==> config.mk <==
export PLATFORM = sky130hd
export DESIGN_NAME = signed_integer_divider_top
export DESIGN_NICKNAME = d
export VERILOG_FILES = /design/src/rtl/sid_pkg.sv /design/src/rtl/sid_cell.sv /design/src/rtl/signed_integer_divider_top.sv
export VERILOG_INCLUDE_DIRS = /design/src /design/src/rtl
export SDC_FILE = /design/constraint.sdc
export NUM_CORES = 2
export LEC_CHECK = 0
export ABC_AREA = 0
export BUFFER_PORTS_ARGS = -buffer_cell sky130_fd_sc_hd__buf_2
export CAP_MARGIN = 20
export CELL_PAD_IN_SITES_DETAIL_PLACEMENT = 0
export CELL_PAD_IN_SITES_GLOBAL_PLACEMENT = 1
export CORE_AREA = 2 2 626 628
export CTS_CLUSTER_SIZE = 25
export DETAILED_ROUTE_END_ITERATION = 12
export DIE_AREA = 0 0 628 630
export PLACE_DENSITY_LB_ADDON = 0.1
export SYNTH_ARGS = -nofsm -noshare
export SYNTH_HDL_FRONTEND = slang
export SYNTH_SLANG_ARGS = --single-unit
==> constraint.sdc <==
create_clock -name clock -period 9.5 [get_ports clock]
set_input_delay 0.475 -clock clock [delete_from_list [all_inputs] [get_ports clock]]
set_output_delay 0.475 -clock clock [all_outputs]
set_load 0.02 [all_outputs]
==> src/rtl/signed_integer_divider_top_defines.svh <==
// assertion macros for the signed integer divider
// used by the rtl files that carry concurrent assertions; no other dependencies
`ifndef SIGNED_INTEGER_DIVIDER_TOP_DEFINES_SVH
`define SIGNED_INTEGER_DIVIDER_TOP_DEFINES_SVH

// same-cycle implication, disabled during reset
`define SID_ASSERT_NOW(label, clk, rst, ante, cons, msg) \
   label: assert property (@(posedge clk) disable iff (rst) (ante) |-> (cons)) \
      else $error(msg);

// next-cycle implication, disabled during reset
`define SID_ASSERT_NEXT(label, clk, rst, ante, cons, msg) \
   label: assert property (@(posedge clk) disable iff (rst) (ante) |=> (cons)) \
      else $error(msg);

`endif

==> src/rtl/sid_pkg.sv <==
// shared constants and types for the signed integer divider
// no dependencies
package sid_pkg;

   localparam int DATA_WIDTH = 32;

   typedef struct packed {
      logic negate;
      logic div_zero;
   } sid_ctrl_type;

endpackage

==> src/rtl/sid_cell.sv <==
// one restoring division cell: shift in a dividend bit, compare, subtract, record a quotient bit
// depends on sid_pkg and signed_integer_divider_top_defines.svh
`include "signed_integer_divider_top_defines.svh"

module sid_cell #(
   parameter int DATA_WIDTH = sid_pkg::DATA_WIDTH
) (
   input  logic                   clock,
   input  logic                   reset,
   input  logic                   in_valid,
   output logic                   in_ready,
   input  logic [DATA_WIDTH-1:0]  in_rem,
   input  logic [DATA_WIDTH-1:0]  in_num,
   input  logic [DATA_WIDTH-1:0]  in_den,
   input  logic [DATA_WIDTH-1:0]  in_quo,
   input  sid_pkg::sid_ctrl_type  in_ctrl,
   output logic                   out_valid,
   input  logic                   out_ready,
   output logic [DATA_WIDTH-1:0]  out_rem,
   output logic [DATA_WIDTH-1:0]  out_num,
   output logic [DATA_WIDTH-1:0]  out_den,
   output logic [DATA_WIDTH-1:0]  out_quo,
   output sid_pkg::sid_ctrl_type  out_ctrl
);

   logic                  valid_ff, valid_in;
   logic [DATA_WIDTH-1:0] rem_ff, rem_in;
   logic [DATA_WIDTH-1:0] num_ff, num_in;
   logic [DATA_WIDTH-1:0] den_ff;
   logic [DATA_WIDTH-1:0] quo_ff, quo_in;
   sid_pkg::sid_ctrl_type ctrl_ff;
   logic [DATA_WIDTH-1:0] shifted;
   logic [DATA_WIDTH:0]   diff;
   logic                  fits;
   logic                  load;

   assign in_ready = !valid_ff || out_ready;
   assign load     = in_valid && in_ready;

   always_comb begin
      shifted  = {in_rem[DATA_WIDTH-2:0], in_num[DATA_WIDTH-1]};
      diff     = {1'b0, shifted} - {1'b0, in_den};
      fits     = !diff[DATA_WIDTH];
      rem_in   = fits ? diff[DATA_WIDTH-1:0] : shifted;
      num_in   = {in_num[DATA_WIDTH-2:0], 1'b0};
      quo_in   = {in_quo[DATA_WIDTH-2:0], fits};
      valid_in = load ? 1'b1 : (out_ready ? 1'b0 : valid_ff);
   end

   always_ff @(posedge clock) begin
      if (reset) begin
         valid_ff <= 1'b0;
      end else begin
         valid_ff <= valid_in;
      end
   end

   always_ff @(posedge clock) begin
      if (load) begin
         rem_ff  <= rem_in;
         num_ff  <= num_in;
         den_ff  <= in_den;
         quo_ff  <= quo_in;
         ctrl_ff <= in_ctrl;
      end
   end

   assign out_valid = valid_ff;
   assign out_rem   = rem_ff;
   assign out_num   = num_ff;
   assign out_den   = den_ff;
   assign out_quo   = quo_ff;
   assign out_ctrl  = ctrl_ff;

   `SID_ASSERT_NOW(a_rem_below_den, clock, reset, valid_ff && (den_ff != '0), rem_ff < den_ff, "partial remainder not below divisor")
   `SID_ASSERT_NEXT(a_stall_holds, clock, reset, valid_ff && !out_ready, valid_ff && $stable(quo_ff) && $stable(rem_ff), "stalled cell lost its transaction")
   `SID_ASSERT_NEXT(a_load_fills, clock, reset, in_valid && in_ready, valid_ff, "accepted transaction not held by cell")

endmodule

==> src/rtl/signed_integer_divider_top.sv <==
// signed integer divider: operand prep stage, a chain of restoring division cells, output stage
// usage:
//   req channel carries one transaction of dividend and divisor (valid/ready)
//   rsp channel returns quotient truncated toward zero and a divide-by-zero flag
//   zero divisor gives quotient -1 with the flag set; most negative over -1
//   saturates to the largest positive value
//   rsp_valid rises once the transaction has passed the registers in order: the
//   operand magnitudes register at the accepting edge, then each quotient bit
//   registers in its own cell of the chain, then the sign fix-up registers in
//   the output stage
//   throughput is one transaction per cycle while rsp_ready stays high, since
//   every cell handles its own transaction each cycle
//   each stage has its own valid bit and fills empty slots, so when the
//   receiver stalls, new transactions keep entering until the chain is full,
//   then req_ready drops; nothing is lost or repeated
//   reset empties all stages at once; req_ready is high in the cycle after
//   reset is released
// depends on sid_pkg and sid_cell
module signed_integer_divider_top #(
   parameter int DATA_WIDTH = sid_pkg::DATA_WIDTH
) (
   input  logic                          clock,
   input  logic                          reset,
   input  logic                          req_valid,
   output logic                          req_ready,
   input  logic signed [DATA_WIDTH-1:0]  req_dividend,
   input  logic signed [DATA_WIDTH-1:0]  req_divisor,
   output logic                          rsp_valid,
   input  logic                          rsp_ready,
   output logic signed [DATA_WIDTH-1:0]  rsp_quotient,
   output logic                          rsp_divide_by_zero
);

   localparam logic [DATA_WIDTH-1:0] MOST_NEG = {1'b1, {(DATA_WIDTH-1){1'b0}}};
   localparam logic [DATA_WIDTH-1:0] MOST_POS = {1'b0, {(DATA_WIDTH-1){1'b1}}};
   localparam logic [DATA_WIDTH-1:0] ONE      = {{(DATA_WIDTH-1){1'b0}}, 1'b1};

   // operand prep stage
   logic                  prep_valid_ff, prep_valid_in;
   logic [DATA_WIDTH-1:0] prep_num_ff, prep_num_in;
   logic [DATA_WIDTH-1:0] prep_den_ff, prep_den_in;
   sid_pkg::sid_ctrl_type prep_ctrl_ff, prep_ctrl_in;
   logic                  prep_load;
   logic [DATA_WIDTH-1:0] a_bits, b_bits;
   logic                  b_zero;

   // cell chain links
   logic                  link_valid [0:DATA_WIDTH];
   logic                  link_ready [0:DATA_WIDTH];
   logic [DATA_WIDTH-1:0] link_rem   [0:DATA_WIDTH];
   logic [DATA_WIDTH-1:0] link_num   [0:DATA_WIDTH];
   logic [DATA_WIDTH-1:0] link_den   [0:DATA_WIDTH];
   logic [DATA_WIDTH-1:0] link_quo   [0:DATA_WIDTH];
   sid_pkg::sid_ctrl_type link_ctrl  [0:DATA_WIDTH];

   // output stage
   logic                  out_valid_ff, out_valid_in;
   logic [DATA_WIDTH-1:0] out_quo_ff, out_quo_in;
   logic                  out_dz_ff;
   logic                  out_load;

   assign req_ready = !prep_valid_ff || link_ready[0];
   assign prep_load = req_valid && req_ready;

   always_comb begin
      a_bits = req_dividend;
      b_bits = req_divisor;
      b_zero = (b_bits == '0);
      if ((a_bits == MOST_NEG) && (&b_bits)) begin
         prep_num_in = MOST_POS;
         prep_den_in = ONE;
         prep_ctrl_in.negate = 1'b0;
      end else begin
         prep_num_in = a_bits[DATA_WIDTH-1] ? (~a_bits + ONE) : a_bits;
         prep_den_in = b_bits[DATA_WIDTH-1] ? (~b_bits + ONE) : b_bits;
         prep_ctrl_in.negate = (a_bits[DATA_WIDTH-1] ^ b_bits[DATA_WIDTH-1]) && !b_zero;
      end
      prep_ctrl_in.div_zero = b_zero;
      prep_valid_in = prep_load ? 1'b1 : (link_ready[0] ? 1'b0 : prep_valid_ff);
   end

   always_ff @(posedge clock) begin
      if (reset) begin
         prep_valid_ff <= 1'b0;
      end else begin
         prep_valid_ff <= prep_valid_in;
      end
   end

   always_ff @(posedge clock) begin
      if (prep_load) begin
         prep_num_ff  <= prep_num_in;
         prep_den_ff  <= prep_den_in;
         prep_ctrl_ff <= prep_ctrl_in;
      end
   end

   assign link_valid[0] = prep_valid_ff;
   assign link_rem[0]   = '0;
   assign link_num[0]   = prep_num_ff;
   assign link_den[0]   = prep_den_ff;
   assign link_quo[0]   = '0;
   assign link_ctrl[0]  = prep_ctrl_ff;

   for (genvar i = 0; i < DATA_WIDTH; i++) begin : g_cell
      sid_cell #(
         .DATA_WIDTH (DATA_WIDTH)
      ) u_cell (
         .clock     (clock),
         .reset     (reset),
         .in_valid  (link_valid[i]),
         .in_ready  (link_ready[i]),
         .in_rem    (link_rem[i]),
         .in_num    (link_num[i]),
         .in_den    (link_den[i]),
         .in_quo    (link_quo[i]),
         .in_ctrl   (link_ctrl[i]),
         .out_valid (link_valid[i+1]),
         .out_ready (link_ready[i+1]),
         .out_rem   (link_rem[i+1]),
         .out_num   (link_num[i+1]),
         .out_den   (link_den[i+1]),
         .out_quo   (link_quo[i+1]),
         .out_ctrl  (link_ctrl[i+1])
      );
   end

   // sign fix-up
   assign link_ready[DATA_WIDTH] = !out_valid_ff || rsp_ready;
   assign out_load = link_valid[DATA_WIDTH] && link_ready[DATA_WIDTH];

   always_comb begin
      out_quo_in = link_ctrl[DATA_WIDTH].negate ? (~link_quo[DATA_WIDTH] + ONE)
                                                : link_quo[DATA_WIDTH];
      out_valid_in = out_load ? 1'b1 : (rsp_ready ? 1'b0 : out_valid_ff);
   end

   always_ff @(posedge clock) begin
      if (reset) begin
         out_valid_ff <= 1'b0;
      end else begin
         out_valid_ff <= out_valid_in;
      end
   end

   always_ff @(posedge clock) begin
      if (out_load) begin
         out_quo_ff <= out_quo_in;
         out_dz_ff  <= link_ctrl[DATA_WIDTH].div_zero;
      end
   end

   assign rsp_valid          = out_valid_ff;
   assign rsp_quotient       = out_quo_ff;
   assign rsp_divide_by_zero = out_dz_ff;

endmodule

# [Yosys cells after proc, flatten, opt, wreduce, memory -nomap -nowiden]
# Index checks and enable logic that the tools add are counted.
[word_totals] ff_bits=3174 inputBits=68 out_inout_bits=35 elab_cells=551
[classes] add_sub_neg=35 eq_ne=1 muxes=102 bitwise=6 reduce_logical=175
[ops] cell="$sub A32 B32 Y33" n=31
[ops] cell="$mux W31" n=32
[ops] cell="$add A32 B1 Y32 const B" n=3
[ops] cell="$not A32 Y32" n=3
[ops] cell="$mux W1" n=69
[ops] cell="$reduce_bool A2 Y1" n=34
[ops] cell="$logic_not A1 Y1" n=67
[ops] cell="$logic_and A1 B1 Y1" n=36
[ops] cell="$logic_or A1 B1 Y1" n=34
[ops] cell="$sub A1 B32 Y33" n=1
[ops] cell="$eq A32 B32 Y1 const B" n=1
[ops] cell="$logic_not A32 Y1" n=1
[ops] cell="$mux W32" n=1
[ops] cell="$reduce_and A32 Y1" n=1
[ops] cell="$reduce_or A2 Y1" n=2
[ops] cell="$not A1 Y1" n=2
[ops] cell="$xor A1 B1 Y1" n=1

# [Logic depth before layout (Yosys ltp)]
[logic_depth] depth_word=37 mapped_depth=17 depth_no_buf=15

# [By module]
# A second synthesis with hierarchy kept.
[hier_totals] hier_cells=15816 area_unflattened_um2=201290.6
[by_module_without_submodules] module="sid_cell at g_cell[0].u_cell ..." instances=13 cells_each=492 area_each_um2=6148.4 seq_area_each_um2=3893.7
[by_module_without_submodules] module="sid_cell at g_cell[26].u_cell ..." instances=8 cells_each=476 area_each_um2=6079.6 seq_area_each_um2=3893.7
[by_module_without_submodules] module="sid_cell at g_cell[24].u_cell ..." instances=8 cells_each=462 area_each_um2=6064.6 seq_area_each_um2=3893.7
[by_module_without_submodules] module="sid_cell at g_cell[11].u_cell ..." instances=2 cells_each=492 area_each_um2=6152.2 seq_area_each_um2=3893.7
[by_module_without_submodules] module="sid_cell at g_cell[10].u_cell" instances=1 cells_each=463 area_each_um2=6404.9 seq_area_each_um2=3893.7
[by_module_without_submodules] module="signed_integer_divider_top" instances=1 cells_each=469 area_each_um2=5499.0 seq_area_each_um2=3012.9

# [Worst setup path before layout]
# Ideal clock, no wire load.
[synth_path] kind="input-to-reg" startpoint="input rsp_ready" endpoint="register g_cell[1].u_cell.ctrl_ff (netlist bit g_cell[1].u_cell.out_ctrl[0]) (enable)" arrival_ns=8.680 required_time_ns=8.799 slack_ns=0.119 stages=10 path_cell_list="and4b_1 > and3_1 > nand3_1 > nor3_2 > nand2_1 > or3_1 > nor3_2 > nand3_1 > nor2_1 > a21boi_0"
[synth_via] elab_chain_len=33
[synth_rtl] element="from (decl)" line="signed_integer_divider_top.sv:29" rtl="input logic rsp_ready,"
[synth_rtl] element="$logic_or A1 B1 Y1" line="signed_integer_divider_top.sv:129" rtl="assign link_ready[DATA_WIDTH] = !out_valid_ff || rsp_ready;"
[synth_rtl] element="$logic_or A1 B1 Y1 (31 in series)" line="sid_cell.sv:37" rtl="assign in_ready = !valid_ff || out_ready;"
[synth_rtl] element="$logic_and A1 B1 Y1" line="sid_cell.sv:38" rtl="assign load = in_valid && in_ready;"
[synth_rtl] element="via g_cell[1].u_cell.load" line="sid_cell.sv:35" rtl="logic load;"
[synth_rtl] element="to (signal assigned)" line="sid_cell.sv:64" rtl="ctrl_ff <= in_ctrl;"
[synth_rtl] element="to (decl)" line="sid_cell.sv:31" rtl="sid_pkg::sid_ctrl_type ctrl_ff;"
# The timed path passes the listed nets, and every way through them passes these cells.
# A chain may end at the register's enable or synchronous reset.

# [Worst setup path in the final report]
[layout_path] startpoint="register g_cell[31].u_cell.valid_ff" endpoint="output req_ready"
[layout_via] elab_chain_len=34
[layout_rtl] element="from (decl)" line="sid_cell.sv:26" rtl="logic valid_ff, valid_in;"
[layout_rtl] element="from (signal assigned)" line="sid_cell.sv:54" rtl="valid_ff <= valid_in;"
[layout_rtl] element="$logic_not A1 Y1" line="sid_cell.sv:37"
[layout_rtl] element="$logic_or A1 B1 Y1 (32 in series)" line="sid_cell.sv:37"
[layout_rtl] element="$logic_or A1 B1 Y1" line="signed_integer_divider_top.sv:62" rtl="assign req_ready = !prep_valid_ff || link_ready[0];"
[layout_rtl] element="to (decl)" line="signed_integer_divider_top.sv:25" rtl="output logic req_ready,"
# No other way between the ends.

==> impl_metrics.ini <==
[power_and_ir_drop]
finalPower_mw = 29.8
comb_power_share_pct = 1.9
switchingPower_mw = 6.08
power_frac_clock_pct = 46.4
netSwitchingFraction_pct = 20.4
seq_power_share_pct = 51.6
p_leak_nw = 66.9
internal_power_mw = 23.8
ir_drop_mv = 0.143
power_density_mw_per_mm2 = 170

[routing]
via_count = 92840
post_drt_wl_per_cell_um = 17.9
final_antenna_net_count = 0
drt_wl_total_mm = 326
first_pass_iters = 5
drt-initial-drc-count = 4938
drc = 0
via_per_inst = 5.09

[synth]
synth_seq_cells = 3174
synth-edff-count = 3140
syn-cell-area_mm2 = 0.155
yosys.cell_types.count = 97
synthCells = 12300
async_flop_share_pct = 0
ys_seq_area_share_pct = 61.2
yosys_warnings = 0
synth_top_flop_cell = edfxtp_1
avgSynthCellArea_um2 = 12.6

[setup_path]
r2r_slack_ns = 3.77
cp-startpoint = g_cell[31].u_cell.out_valid
critPathLaunchType = flip-flop
r2r-start = g_cell[31].u_cell.out_valid
r2r_cells = 13
worst_setup_path_end_kind = primary output
path_class = flip-flop to primary output
crit_required_ns = 9.03
cp.arrival_ns = 5.82
crit_fanout = 7
r2r_end = prep_num_ff[11]
crit_path_end = req_ready

[cts]
cts.htree.levels = 5
clkLatencyLatePin_ns = 0.94
cts.clk_slew.worst_paths_ns = 0.06
cts_made_buffers = 359
cts_tree = done
cts_setup_buffers = 0
clk_path_buf_depth = 4
root_buffer = clkbuf_16
cts_sinks = 3174

[timing]
min_period_ns = 6.30
fin_setup_tns_ns = 0
fmax_ghz = 0.159
timing.final.crit_share_pct = 66.3
worstMarginPinSlew_ns = 1.02
maxSlewViolCount = 0
whs_ns = 0.113
slew_headroom_pct = 31.4
fin_worst_skew_ns = 0.0696
fin_ws_ns = 3.20
grt_setup_unrepaired = no
final_hold_viol_count = 0
setup_viol = 0

[die]
die_area_mm2 = 0.396
fp-row-count = 229
fp.dieH_um = 630
ios = 103
die_x_um = 628
core_area_mm2 = 0.388
start_util_pct = 40.0

[place]
dp_cells = 17504
dp_slack_ns = 3.42
dpl.hpwl_mm = 246
gp_routability_congestion = 0.857
portBuffers = 102

[global_route]
grt_usage_pct = 16.2
grt_pass1_vias = 95174
grt_overflow = 0
grt_pass1_wl_mm = 520
grt_max_degree = 98
grt_util_met1_pct = 18.3
gr-max-usage-layer = met2
antenna_found_initial = 10
use_met2_pct = 31.0
use_met3_pct = 1.87

[job]
max_cap_viol_count = 0

[layout]
instances_no_fill = 18240
final_cell_mix = 3,140 x edfxtp_1, 1,239 x inv_1, 997 x ha_1, 966 x a21oi_1, 829 x nor2_1
layout_commonest_cell = edfxtp_1
drive_above_1_share_pct = 9.12
syn2layout_area_growth_pct = 13.0
final_nets = 13839

[outcome]
status = finished, final reports clean

[worst_hold_path]
min_path_type = primary input to flip-flop
-- per-stage QoR --
step | area, um2 | utilization [%]
finish | 175000 | 45.1
global route | 175000 | 45.1
CTS | 175000 | 45.1
detailed placement | 163000 | 41.9
global placement | 163000 | 41.9
floorplan | 155000 | -
-- metal layers --
| layer | vias to the layer above | part of all wire (%) |
|---|---|---|
| met5 | - | 0 |
| met4 | 0 | 3.6 |
| met3 | 583 | 2.9 |
| met2 | 1248 | 53 |
| met1 | 44852 | 40 |
| li1 | 46157 | - |
-- state kept, by name, indices dropped and copies added (netlist names) --
signal	count
g_cell.u_cell.out_den	992
g_cell.u_cell.out_rem	961
g_cell.u_cell.out_quo	528
g_cell.u_cell.out_num	496
g_cell.u_cell.out_ctrl	64
g_cell.u_cell.out_valid	32
prep_den_ff	32
prep_num_ff	32
rsp_quotient	32
link_ctrl	2
prep_valid_ff	1
rsp_divide_by_zero	1
rsp_valid	1
-- how the worst min path moves through the flow --
| stage | slack, ns | startpoint | cells after the start | to |
|---|---|---|---|---|
| floorplan | 0.40 | link_ctrl[64] | 0 | g_cell[0].u_cell.out_ctrl[0] |
| global placement | 0.40 | g_cell[0].u_cell.out_num[30] | 0 | g_cell[1].u_cell.out_num[31] |
| detailed placement | 0.40 | g_cell[9].u_cell.out_num[14] | 0 | g_cell[10].u_cell.out_num[15] |
| CTS | 0.03 | req_dividend[2] | 6 | prep_num_ff[4] |
| global route | 0.10 | req_dividend[0] | 3 | prep_num_ff[0] |
| finish | 0.11 | reset | 2 | g_cell[28].u_cell.out_valid |
-- kinds of logic (layout without fill, tap and decap cells) --
logic type	Yosys count	in the layout	share of synthesized area [%]
compound gates	3026	3026	12.2
xor+xnor	818	818	4.62
fa+ha+maj	1027	1027	8.43
buf+inv	1449	2175	3.59
flops	3174	3174	61.2
mux	334	334	2.41
other cells	1	18	0.00242
simple gates	2471	2471	7.48
-- cells in the mapped netlist (198+ instances only) --
cell type     n  area [um2]
o21ai_0     697        3490
mux2_2      311        3500
xnor2_1     530        4640
a21o_1      391        2940
nor2_1      830        3120
ha_1        997       12500
o21a_1      198        1490
a21oi_1     972        4860
inv_1      1239        4650
xor2_1      288        2520
edfxtp_1   3140       94300
nand2_1     655        2460
-- cell type report --
cell class	count	area (um2)
Antenna cell	3	7.51
Timing Repair Buffer	275	2050
Inverter	1243	4670
Fill cell	34650	213000
Clock buffer	420	9380
Multi-Input combinational cell	7691	55200
Tap cell	5197	6500
Clock inverter	237	2430
Sequential cell	3174	95000
-- critical path: stages (launching register included) --
cell	delay (ns)
dfxtp_1	0.44
and4b_1	0.42
and3_1	0.40
nand3_1	0.23
nor3_2	0.52
nand2_1	0.22
or3_1	0.53
nor3_2	0.17
buf_4	0.22
nand3_1	0.13
nor2_1	0.76
nand4_1	0.52
buf_2	0.32
-- power groups by stage --
stage          Clock, mW  Combinational (mW)  Sequential (mW)
2_1_floorplan          0               0.405             15.7
3_3_place_gp           0               0.542             15.7
3_5_place_dp           0               0.551             15.7
4_1_cts             14.4               0.583             15.4
5_1_grt             14.9               0.646             15.4
6_report            13.9               0.581             15.4
-- repair_timing --
| action | in CTS | in global routing |
|---|---|---|
| hold endpoints to repair | 63 | 0 |
| endpoints found under the setup margin | 0 | 0 |
| gates resized for setup | 0 | 0 |
| hold buffers | 75 | 0 |
No activity file was read; power rests on OpenSTA's default activity.
